==> src/design/iprh_pkg.sv <==
`timescale 1ns / 1ps
package iprh_pkg;

    localparam int MAX_ROUTES     = 16;
    localparam int MAX_INTERFACES = 16;
    localparam int CNT_W          = $clog2(MAX_ROUTES + 1);

    localparam logic [3:0]  IP_VERSION = 4'd4;
    localparam logic [3:0]  IP_IHL     = 4'd5;
    localparam logic [15:0] HDR_BYTES  = 16'd20;
    localparam logic [15:0] DF_FLAG    = 16'h4000;
    localparam logic [7:0]  TTL_VALUE  = 8'd64;
    localparam logic [2:0]  LAST_WORD  = 3'd4;

    typedef enum logic {
        ACT_ROUTE_WRITE = 1'b0,
        ACT_SEND        = 1'b1
    } action_t;

    typedef enum logic [1:0] {
        ST_OK            = 2'd0,
        ST_NO_ROUTE      = 2'd1,
        ST_LEN_TOO_LARGE = 2'd2
    } status_t;

    typedef enum logic [1:0] {
        CFG_ROUTE_COUNT  = 2'd0,
        CFG_GW_PRESENT   = 2'd1,
        CFG_GW_INTERFACE = 2'd2
    } cfg_index_t;

    typedef enum logic [2:0] {
        S_IDLE,
        S_SCAN,
        S_DECIDE,
        S_SUM,
        S_EMIT
    } state_t;

    // lookup token handed from cell to cell
    typedef struct packed {
        logic             valid;
        logic [31:0]      dst;
        logic [CNT_W-1:0] left;
        logic             hit;
        logic             prefix_nz;
        logic [3:0]       iface;
    } rt_tok_t;

    typedef struct packed {
        logic        en;
        logic [3:0]  slot;
        logic [31:0] mask;
        logic [31:0] match;
        logic [5:0]  prefix;
        logic [3:0]  iface;
    } rt_wr_t;

endpackage

==> src/design/iprh_route_cell.sv <==
`timescale 1ns / 1ps
module iprh_route_cell (
    input  logic            aclk,
    input  logic            aresetn,
    input  logic            sel,
    input  iprh_pkg::rt_wr_t  wr,
    input  iprh_pkg::rt_tok_t tok_in,
    output iprh_pkg::rt_tok_t tok_out
);
    import iprh_pkg::*;

    logic [31:0] mask_reg;
    logic [31:0] match_reg;
    logic [5:0]  prefix_reg;
    logic [3:0]  iface_reg;
    rt_tok_t     tok_reg;
    rt_tok_t     tok_next;

    always_ff @(posedge aclk) begin
        if (wr.en && sel) begin
            mask_reg   <= wr.mask;
            match_reg  <= wr.match;
            prefix_reg <= wr.prefix;
            iface_reg  <= wr.iface;
        end
    end

    always_comb begin
        tok_next = tok_in;
        if (tok_in.left != '0) begin
            tok_next.left = tok_in.left - CNT_W'(1);
            // first fitting entry wins, later cells only pass the token on
            if (!tok_in.hit && ((tok_in.dst & mask_reg) == match_reg)) begin
                tok_next.hit       = 1'b1;
                tok_next.prefix_nz = (prefix_reg != 6'd0);
                tok_next.iface     = iface_reg;
            end
        end
    end

    always_ff @(posedge aclk) begin
        if (!aresetn) begin
            tok_reg.valid <= 1'b0;
        end else begin
            tok_reg.valid <= tok_in.valid;
        end
        tok_reg.dst       <= tok_next.dst;
        tok_reg.left      <= tok_next.left;
        tok_reg.hit       <= tok_next.hit;
        tok_reg.prefix_nz <= tok_next.prefix_nz;
        tok_reg.iface     <= tok_next.iface;
    end

    assign tok_out = tok_reg;

endmodule

==> src/design/iprh_route_chain.sv <==
`timescale 1ns / 1ps
module iprh_route_chain (
    input  logic            aclk,
    input  logic            aresetn,
    input  iprh_pkg::rt_wr_t  wr,
    input  iprh_pkg::rt_tok_t tok_in,
    output iprh_pkg::rt_tok_t tok_out
);
    import iprh_pkg::*;

    rt_tok_t link [MAX_ROUTES+1];

    assign link[0] = tok_in;

    for (genvar i = 0; i < MAX_ROUTES; i++) begin : g_cell
        logic sel;
        assign sel = ({28'd0, wr.slot} == 32'(i));

        iprh_route_cell u_cell (
            .aclk    (aclk),
            .aresetn (aresetn),
            .sel     (sel),
            .wr      (wr),
            .tok_in  (link[i]),
            .tok_out (link[i+1])
        );
    end

    assign tok_out = link[MAX_ROUTES];

endmodule

==> src/design/ipv4_route_and_header_gen.sv <==
`timescale 1ns / 1ps
// IPv4 route lookup and header generator. A route_write beat (tuser 0) loads one
// slot of the route table and gives no result. A send beat (tuser 1) either uses
// the interface it carries or sends a lookup token down a row of MAX_ROUTES (16)
// route cells, one cell per cycle, through every cell whatever route_count
// holds. After a decide state and a checksum state the five header words leave
// on the master side, one per cycle when m_tready is held high; a failed send
// gives a single status beat instead. The block takes one send at a time.
// Configuration writes are accepted every cycle and must only be made while the
// block is idle.
module ipv4_route_and_header_gen (
    input  logic         aclk,
    input  logic         aresetn,
    // configuration
    input  logic         cfg_valid,
    output logic         cfg_ready,
    input  logic [1:0]   cfg_index,
    input  logic [4:0]   cfg_data,
    // input stream
    input  logic         s_tvalid,
    output logic         s_tready,
    // route_slot, prefix_len, interface_req, given_external, dst_or_match,
    // src_or_mask, protocol, ip_id, tos, payload_len
    input  logic [127:0] s_tdata,
    // action
    input  logic         s_tuser,
    // result stream
    output logic         m_tvalid,
    input  logic         m_tready,
    // header_word, word_index, out_interface, via_gateway
    output logic [39:0]  m_tdata,
    output logic         m_tlast,
    // status
    output logic [1:0]   m_tuser
);
    import iprh_pkg::*;

    // unpacked input fields
    logic [3:0]  in_slot;
    logic [5:0]  in_prefix;
    logic [4:0]  in_ireq;
    logic        in_gext;
    logic [31:0] in_dst;
    logic [31:0] in_src;
    logic [7:0]  in_proto;
    logic [15:0] in_id;
    logic [7:0]  in_tos;
    logic [15:0] in_plen;

    assign in_slot   = s_tdata[3:0];
    assign in_prefix = s_tdata[9:4];
    assign in_ireq   = s_tdata[14:10];
    assign in_gext   = s_tdata[15];
    assign in_dst    = s_tdata[47:16];
    assign in_src    = s_tdata[79:48];
    assign in_proto  = s_tdata[87:80];
    assign in_id     = s_tdata[103:88];
    assign in_tos    = s_tdata[111:104];
    assign in_plen   = s_tdata[127:112];

    // configuration registers
    logic [4:0] route_count_reg;
    logic       gw_present_reg;
    logic [3:0] gw_iface_reg;

    assign cfg_ready = 1'b1;

    always_ff @(posedge aclk) begin
        if (!aresetn) begin
            route_count_reg <= 5'd0;
            gw_present_reg  <= 1'b0;
            gw_iface_reg    <= 4'd0;
        end else if (cfg_valid) begin
            unique case (cfg_index_t'(cfg_index))
                CFG_ROUTE_COUNT:  route_count_reg <= cfg_data;
                CFG_GW_PRESENT:   gw_present_reg  <= cfg_data[0];
                CFG_GW_INTERFACE: gw_iface_reg    <= cfg_data[3:0];
                default: ;
            endcase
        end
    end

    // state and held item
    state_t      state_reg;
    state_t      state_next;
    logic [31:0] dst_reg;
    logic [31:0] src_reg;
    logic [7:0]  proto_reg;
    logic [15:0] id_reg;
    logic [7:0]  tos_reg;
    logic [16:0] total_reg;
    logic        found_reg;
    logic [3:0]  iface_reg;
    logic        ext_reg;
    logic [19:0] sum_reg;
    logic [2:0]  widx_reg;

    logic        m_tvalid_reg;
    logic [39:0] m_tdata_reg;
    logic        m_tlast_reg;
    logic [1:0]  m_tuser_reg;

    logic        in_beat;
    logic        is_send;
    logic        launch;
    logic        out_free;
    logic        out_load;
    logic        route_fail;
    logic        len_fail;
    rt_wr_t      route_wr;
    rt_tok_t     tok_launch;
    rt_tok_t     tok_done;
    logic [4:0]  scan_count;
    logic [19:0] sum_next;
    logic [16:0] fold1;
    logic [16:0] fold2;
    logic [15:0] csum;
    logic [31:0] word_sel;
    logic [39:0] out_data;
    logic        out_last;
    status_t     out_status;

    assign in_beat  = s_tvalid && s_tready;
    assign is_send  = (action_t'(s_tuser) == ACT_SEND);
    assign out_free = !m_tvalid_reg || m_tready;

    assign scan_count = (route_count_reg > 5'(MAX_ROUTES)) ? 5'(MAX_ROUTES)
                                                           : route_count_reg;

    assign route_fail = !found_reg || ({1'b0, iface_reg} >= 5'(MAX_INTERFACES));
    assign len_fail   = total_reg[16];

    always_comb begin
        route_wr.en     = in_beat && !is_send;
        route_wr.slot   = in_slot;
        route_wr.mask   = in_src;
        route_wr.match  = in_dst;
        route_wr.prefix = in_prefix;
        route_wr.iface  = in_ireq[3:0];
    end

    always_comb begin
        tok_launch.valid     = launch;
        tok_launch.dst       = in_dst;
        tok_launch.left      = launch ? CNT_W'(scan_count) : '0;
        tok_launch.hit       = 1'b0;
        tok_launch.prefix_nz = 1'b0;
        tok_launch.iface     = 4'd0;
    end

    iprh_route_chain u_chain (
        .aclk    (aclk),
        .aresetn (aresetn),
        .wr      (route_wr),
        .tok_in  (tok_launch),
        .tok_out (tok_done)
    );

    // ones' complement sum of the ten header half-words, checksum field as zero
    assign sum_next = 20'({IP_VERSION, IP_IHL, tos_reg}) + 20'(total_reg[15:0])
                    + 20'(id_reg) + 20'(DF_FLAG) + 20'({TTL_VALUE, proto_reg})
                    + 20'(src_reg[31:16]) + 20'(src_reg[15:0])
                    + 20'(dst_reg[31:16]) + 20'(dst_reg[15:0]);

    assign fold1 = 17'(sum_reg[15:0]) + 17'(sum_reg[19:16]);
    assign fold2 = 17'(fold1[15:0]) + 17'(fold1[16]);
    assign csum  = ~fold2[15:0];

    always_comb begin
        unique case (widx_reg)
            3'd0:    word_sel = {IP_VERSION, IP_IHL, tos_reg, total_reg[15:0]};
            3'd1:    word_sel = {id_reg, DF_FLAG};
            3'd2:    word_sel = {TTL_VALUE, proto_reg, csum};
            3'd3:    word_sel = src_reg;
            3'd4:    word_sel = dst_reg;
            default: word_sel = 32'd0;
        endcase
    end

    // next state
    always_comb begin
        state_next = state_reg;
        unique case (state_reg)
            S_IDLE: begin
                if (s_tvalid && is_send) begin
                    state_next = in_ireq[4] ? S_SCAN : S_DECIDE;
                end
            end
            S_SCAN: begin
                if (tok_done.valid) begin
                    state_next = S_DECIDE;
                end
            end
            S_DECIDE: begin
                if (route_fail || len_fail) begin
                    if (out_free) begin
                        state_next = S_IDLE;
                    end
                end else begin
                    state_next = S_SUM;
                end
            end
            S_SUM: state_next = S_EMIT;
            S_EMIT: begin
                if (out_free && widx_reg == LAST_WORD) begin
                    state_next = S_IDLE;
                end
            end
            default: state_next = S_IDLE;
        endcase
    end

    // outputs of the control
    always_comb begin
        s_tready   = 1'b0;
        launch     = 1'b0;
        out_load   = 1'b0;
        out_data   = 40'd0;
        out_last   = 1'b0;
        out_status = ST_OK;
        unique case (state_reg)
            S_IDLE: begin
                s_tready = 1'b1;
                launch   = s_tvalid && is_send && in_ireq[4];
            end
            S_DECIDE: begin
                if (route_fail) begin
                    out_load   = out_free;
                    out_last   = 1'b1;
                    out_status = ST_NO_ROUTE;
                end else if (len_fail) begin
                    out_load   = out_free;
                    out_last   = 1'b1;
                    out_status = ST_LEN_TOO_LARGE;
                    out_data   = {ext_reg, iface_reg, 3'd0, 32'd0};
                end
            end
            S_EMIT: begin
                out_load   = out_free;
                out_last   = (widx_reg == LAST_WORD);
                out_data   = {ext_reg, iface_reg, widx_reg, word_sel};
            end
            default: ;
        endcase
    end

    always_ff @(posedge aclk) begin
        if (!aresetn) begin
            state_reg <= S_IDLE;
        end else begin
            state_reg <= state_next;
        end
    end

    always_ff @(posedge aclk) begin
        if (state_reg == S_IDLE && in_beat && is_send) begin
            dst_reg   <= in_dst;
            src_reg   <= in_src;
            proto_reg <= in_proto;
            id_reg    <= in_id;
            tos_reg   <= in_tos;
            total_reg <= 17'(in_plen) + 17'(HDR_BYTES);
            found_reg <= 1'b1;
            iface_reg <= in_ireq[3:0];
            ext_reg   <= in_gext;
        end else if (state_reg == S_SCAN && tok_done.valid) begin
            // prefix zero sends through the gateway, if there is one
            found_reg <= tok_done.hit && (tok_done.prefix_nz || gw_present_reg);
            iface_reg <= tok_done.prefix_nz ? tok_done.iface : gw_iface_reg;
            ext_reg   <= !tok_done.prefix_nz;
        end
        if (state_reg == S_SUM) begin
            sum_reg <= sum_next;
        end
    end

    always_ff @(posedge aclk) begin
        if (!aresetn) begin
            widx_reg <= 3'd0;
        end else if (state_reg == S_SUM) begin
            widx_reg <= 3'd0;
        end else if (state_reg == S_EMIT && out_free) begin
            widx_reg <= widx_reg + 3'd1;
        end
    end

    always_ff @(posedge aclk) begin
        if (!aresetn) begin
            m_tvalid_reg <= 1'b0;
        end else if (out_load) begin
            m_tvalid_reg <= 1'b1;
        end else if (m_tready) begin
            m_tvalid_reg <= 1'b0;
        end
        if (out_load) begin
            m_tdata_reg <= out_data;
            m_tlast_reg <= out_last;
            m_tuser_reg <= out_status;
        end
    end

    assign m_tvalid = m_tvalid_reg;
    assign m_tdata  = m_tdata_reg;
    assign m_tlast  = m_tlast_reg;
    assign m_tuser  = m_tuser_reg;

    // a token leaves the row only during a lookup
    assert property (@(posedge aclk) disable iff (!aresetn)
        tok_done.valid |-> state_reg == S_SCAN)
        else $error("lookup token out of the route row outside a scan");

    // a status beat always closes the send
    assert property (@(posedge aclk) disable iff (!aresetn)
        m_tvalid && m_tuser != ST_OK |-> m_tlast)
        else $error("status beat without last");

    // last ok beat is the destination word
    assert property (@(posedge aclk) disable iff (!aresetn)
        m_tvalid && m_tlast && m_tuser == ST_OK |-> m_tdata[34:32] == LAST_WORD)
        else $error("header ended on the wrong word");

    // an accepted send keeps the block busy
    assert property (@(posedge aclk) disable iff (!aresetn)
        s_tvalid && s_tready && s_tuser |=> !s_tready)
        else $error("send accepted but block still idle");

endmodule
==> config.mk <==
export PLATFORM = sky130hd
export DESIGN_NAME = ipv4_route_and_header_gen
export DESIGN_NICKNAME = d
export VERILOG_FILES = /design/src/design/iprh_pkg.sv /design/src/design/iprh_route_cell.sv /design/src/design/iprh_route_chain.sv /design/src/design/ipv4_route_and_header_gen.sv
export SDC_FILE = /design/constraint.sdc
export NUM_CORES = 2
export LEC_CHECK = 0
export ABC_AREA = 1
export BUFFER_PORTS_ARGS = -buffer_cell sky130_fd_sc_hd__buf_2
export CAP_MARGIN = 30
export CORE_ASPECT_RATIO = 1.1
export CORE_MARGIN = 5
export CORE_UTILIZATION = 48
export DETAILED_ROUTE_END_ITERATION = 12
export GPL_TIMING_DRIVEN = 0
export PLACE_DENSITY_LB_ADDON = 0.12
export SYNTH_ARGS = -nofsm -noshare
export SYNTH_HDL_FRONTEND = slang
export SYNTH_SLANG_ARGS = --single-unit
==> constraint.sdc <==
create_clock -name aclk -period 13.05 [get_ports aclk]
set_clock_uncertainty 0.1 [all_clocks]
set_input_delay 3.2625 -clock aclk [delete_from_list [all_inputs] [get_ports aclk]]
set_output_delay 3.2625 -clock aclk [all_outputs]
set_load 0.005 [all_outputs]
==> results.md <==
* Drt wl/cell at about 21 um
* Maxcap violations at 0
* Site Rows at ~150
* Worst-path clk slew at 0.06 ns
* DPL Wire Length at 113,000 um
* CTS tree: yes
* Critical path type: input port to register
* Critical Path Start Type: input port
* Pre-antenna DRT Iters at 5
* Starting density of the core at 48.4%
* Mean post-synth cell area at 14.2 um2
* Synth unique cells at 51
* Global-route wire length before repair at 234,000 um
* Worst hold margin at around 0.23 ns
* Htree depth at 4
* Setup repair after global routing missed its margin: false
* Worst endpoint required time at about 13 ns
* Layout area overhead at 15.0%
* Overall fraction of global-route tracks in use at between 20% and 30%
* Clock network latency to the later pin of the worst-skew pair at 0.81 ns
* Relative slew slack at a little under two fifths
* Area inside the core boundary at roughly 150,000 um2
* Flop-to-flop setup slack at 7.91 ns
* Die Area at 157,000 um2
* Warning count from the yosys run at 0
* Fillers at ~12,000
* DRC viols at 0
* Maximum fanout count along the critical path at 31
* Startpoint of the most critical register-to-register path: src_reg[22]$_DFFE_PP_
* Multi-input gate area in the final layout at 15,300 um2
* Power share of the clock group at between 30% and 40%
* Horiz. Die Dim at ~380 um
* Final clock period utilization by the worst path at a little over two fifths
* Critical register-to-register path endpoint: sum_reg[17]$_DFFE_PP_
* Number of vias per cell after detailed routing at around 4.9
* Switch Pwr at ~4.2 mW
* Fraction of power spent switching nets at a little over a quarter
* WP data arrival at around 6 ns
* Fraction of the core area covered by cells at the end of the flow at 55.6%
* Minimum setup slack in the final design at 7.56 ns
* Final number of hold-violating endpoints at 0
* Fin nets at 5,760
* Number of buffers inserted for hold repair after clock tree synthesis at 0
* Share of power burned in registers at between 40% and 50%
* FMAX at about 180 MHz
* Maximum number of pins on one net before global-route repair at 38
* Mapped cell area at about 70,000 um2
* Placement Setup Slack at just under 7 ns
* Seq/Total Area, Yosys at between 70% and 80%
* Via total after detailed routing at between 30,000 and 40,000
* Dpl cells at 7,232
* Cell count of the worst hold path at 0
* Element type at the critical path end: register
* Port-buffer cells at around 180
* Worst Tran Pin Value at just over 0.9 ns
* Violation count after the first detailed-route iteration at between 2,000 and 2,500
* Area used by sequential logic in the layout at ~55,000 um2
* Total CTS buffers at between 150 and 200
* Count of placed standard cells in the final layout, fillers left out at approximately 7,600
* Cts repair resizes at 0
* HP Start: u_chain.g_cell[7].u_cell.tok_out[11]$_DFF_P_
* Cell Pwr Density at between 150 and 200 nW/um2
* Vias in the first global route at about 37,000
* Setup_tns at 0 ns
* Max FFs per register at 667
* Number of flops mapped to enable cells by yosys at about 1,400
* Vertical extent of the die at just over 400 um
* Grt total ovfl at 0
* Number of buffers on the longest clock path at 3
* Min cycle time layout at approximately 5.5 ns
* Clock sink count at ~2,000
* Final weighted congestion of routability-driven global placement at 0.887
* Count of endpoints failing setup in the final report at 0
* Portion of total power attributed to combinational logic at between 15 and 20%
* Cell chosen for the clock root: clkbuf_16
* Critical Path Source: s_tvalid
* Static Leak at 30.6 nW
* Maximum resistive drop on vdd at approximately 0.15 mV
* I/O pin count at about 190
* Worst min path class: register to register
* Count of mapped cells out of synthesis at roughly 5,100
* Most common flop cell mapped by yosys: edfxtp_1
* Ratio of cells with drive above 1 in the final layout at a little over a tenth
* Share of flip-flops with an asynchronous set or reset at 0%
* Antenna violations before repair at 5
* Count of final max-slew check failures at 0
* Number of nets in the synthesized netlist at roughly 5,300
* Run status: complete, no violations
* Terminating pin of the worst hold path: u_chain.g_cell[8].u_cell.tok_out[11]$_DFF_P_
* Setup Fix Bufs, Post-CTS at 0
* Cell internal pwr at between 10 and 15 mW
* Final ANT Viol Nets at 0
* Worst reg-to-reg path cell count at 14
* Aggregate routed wire length at approximately 160,000 um
* Synthesis-stage register bit count at approximately 2,000
## logic make-up (layout without fill, tap and decap cells)
logic type	Yosys count	in the layout	share of synthesized area [%]
other cells	1	8	0.00523
simple gates	1561	1561	9.30
fa+ha+maj	137	137	3.23
flops	2049	2049	76.2
compound gates	295	295	2.32
xor+xnor	515	515	6.29
buf+inv	498	1098	2.63
## synthesized netlist by cell type (13+ instances only)
| cell type | number | share of area (%) |
|---|---|---|
| edfxtp_1 | 1364 | 57 |
| nand2_1 | 936 | 4.9 |
| dfxtp_1 | 685 | 19 |
| inv_1 | 474 | 2.5 |
| xor2_1 | 278 | 3.4 |
| nor2_1 | 261 | 1.4 |
| xnor2_1 | 237 | 2.9 |
| o21ai_0 | 136 | 0.95 |
| nand3_1 | 100 | 0.70 |
| a21oi_1 | 90 | 0.63 |
| nand4_1 | 84 | 0.73 |
| fa_1 | 80 | 2.2 |
| nor3_1 | 71 | 0.50 |
| ha_1 | 57 | 0.99 |
| or2_2 | 35 | 0.31 |
| o22ai_1 | 17 | 0.15 |
| nor4_1 | 16 | 0.14 |
| clkbuf_1 | 15 | 0.078 |
| a221oi_1 | 13 | 0.16 |
## worst max-delay path by stage
stage	to	depth (start not counted)	slack (ns)
after global placement	u_chain.g_cell[3].u_cell.match_reg[14]$_DFFE_PP_	5	2.35
after CTS	u_chain.g_cell[15].u_cell.match_reg[15]$_DFFE_PP_	7	7.62
after floorplan	u_chain.g_cell[0].u_cell.iface_reg[0]$_DFFE_PP_	4	5.71
after global routing	u_chain.g_cell[10].u_cell.mask_reg[10]$_DFFE_PP_	7	7.40
final	u_chain.g_cell[15].u_cell.match_reg[15]$_DFFE_PP_	7	7.56
after detailed placement	u_chain.g_cell[15].u_cell.match_reg[0]$_DFFE_PP_	7	6.72
## worst max-delay path: stages
cell and delay (ns):
buf_2 0.08, nand2_1 0.05, nor2_1 0.64, nand3_1 0.53, nor2_4 0.74, buf_12 0.29, buf_12 0.22
## cells in the final DEF (no fill, tap or decap), drive strengths merged, types with 16 or more instances in the layout
master     n
edfxtp  1364
nand2    947
dfxtp    685
inv      485
clkbuf   309
xor2     278
nor2     269
xnor2    237
buf      229
o21ai    136
nand3    105
a21oi     90
nand4     88
fa        80
nor3      72
clkinv    61
ha        57
or2       35
o22ai     17
nor4      16
## through the flow
stage	instance area (um2)	power [mW]
2_1_floorplan	71700	9.25
3_3_place_gp	75100	10.2
3_5_place_dp	76000	10.2
4_1_cts	82500	15.8
5_1_grt	82500	16.4
6_report	82500	15.6
## power by group through the flow
stage	Combinational [mW]	Clock (mW)	Sequential [mW]
detailed placement	2.51	0	7.69
CTS	2.54	5.70	7.55
finish	2.52	5.57	7.55
floorplan	1.61	0	7.64
global route	2.79	5.98	7.58
global placement	2.45	0	7.71
## layer usage
metal	vias up	share of wire, %	global-route usage (%)	wire length, um
li1	18100	-	-	-
met1	18200	42	25.9	67100
met2	752	50	34.9	79500
met3	241	4.0	3.12	6410
met4	2	3.3	7.16	5230
met5	-	0.0082	0	13
## cell type report
| class | instances | share of cell area, % |
|---|---|---|
| repair buffers | 226 | 2.07 |
| clock buffers | 293 | 6.92 |
| well taps | 1950 | 2.96 |
| plain buffers | 19 | 0.106 |
| flip-flops and latches | 2049 | 66.3 |
| clock inverters | 81 | 0.891 |
| multi-input cells | 2509 | 18.6 |
| inverters | 479 | 2.18 |
| diodes | 7 | 0.0212 |
No activity file was read; power rests on OpenSTA's default activity.
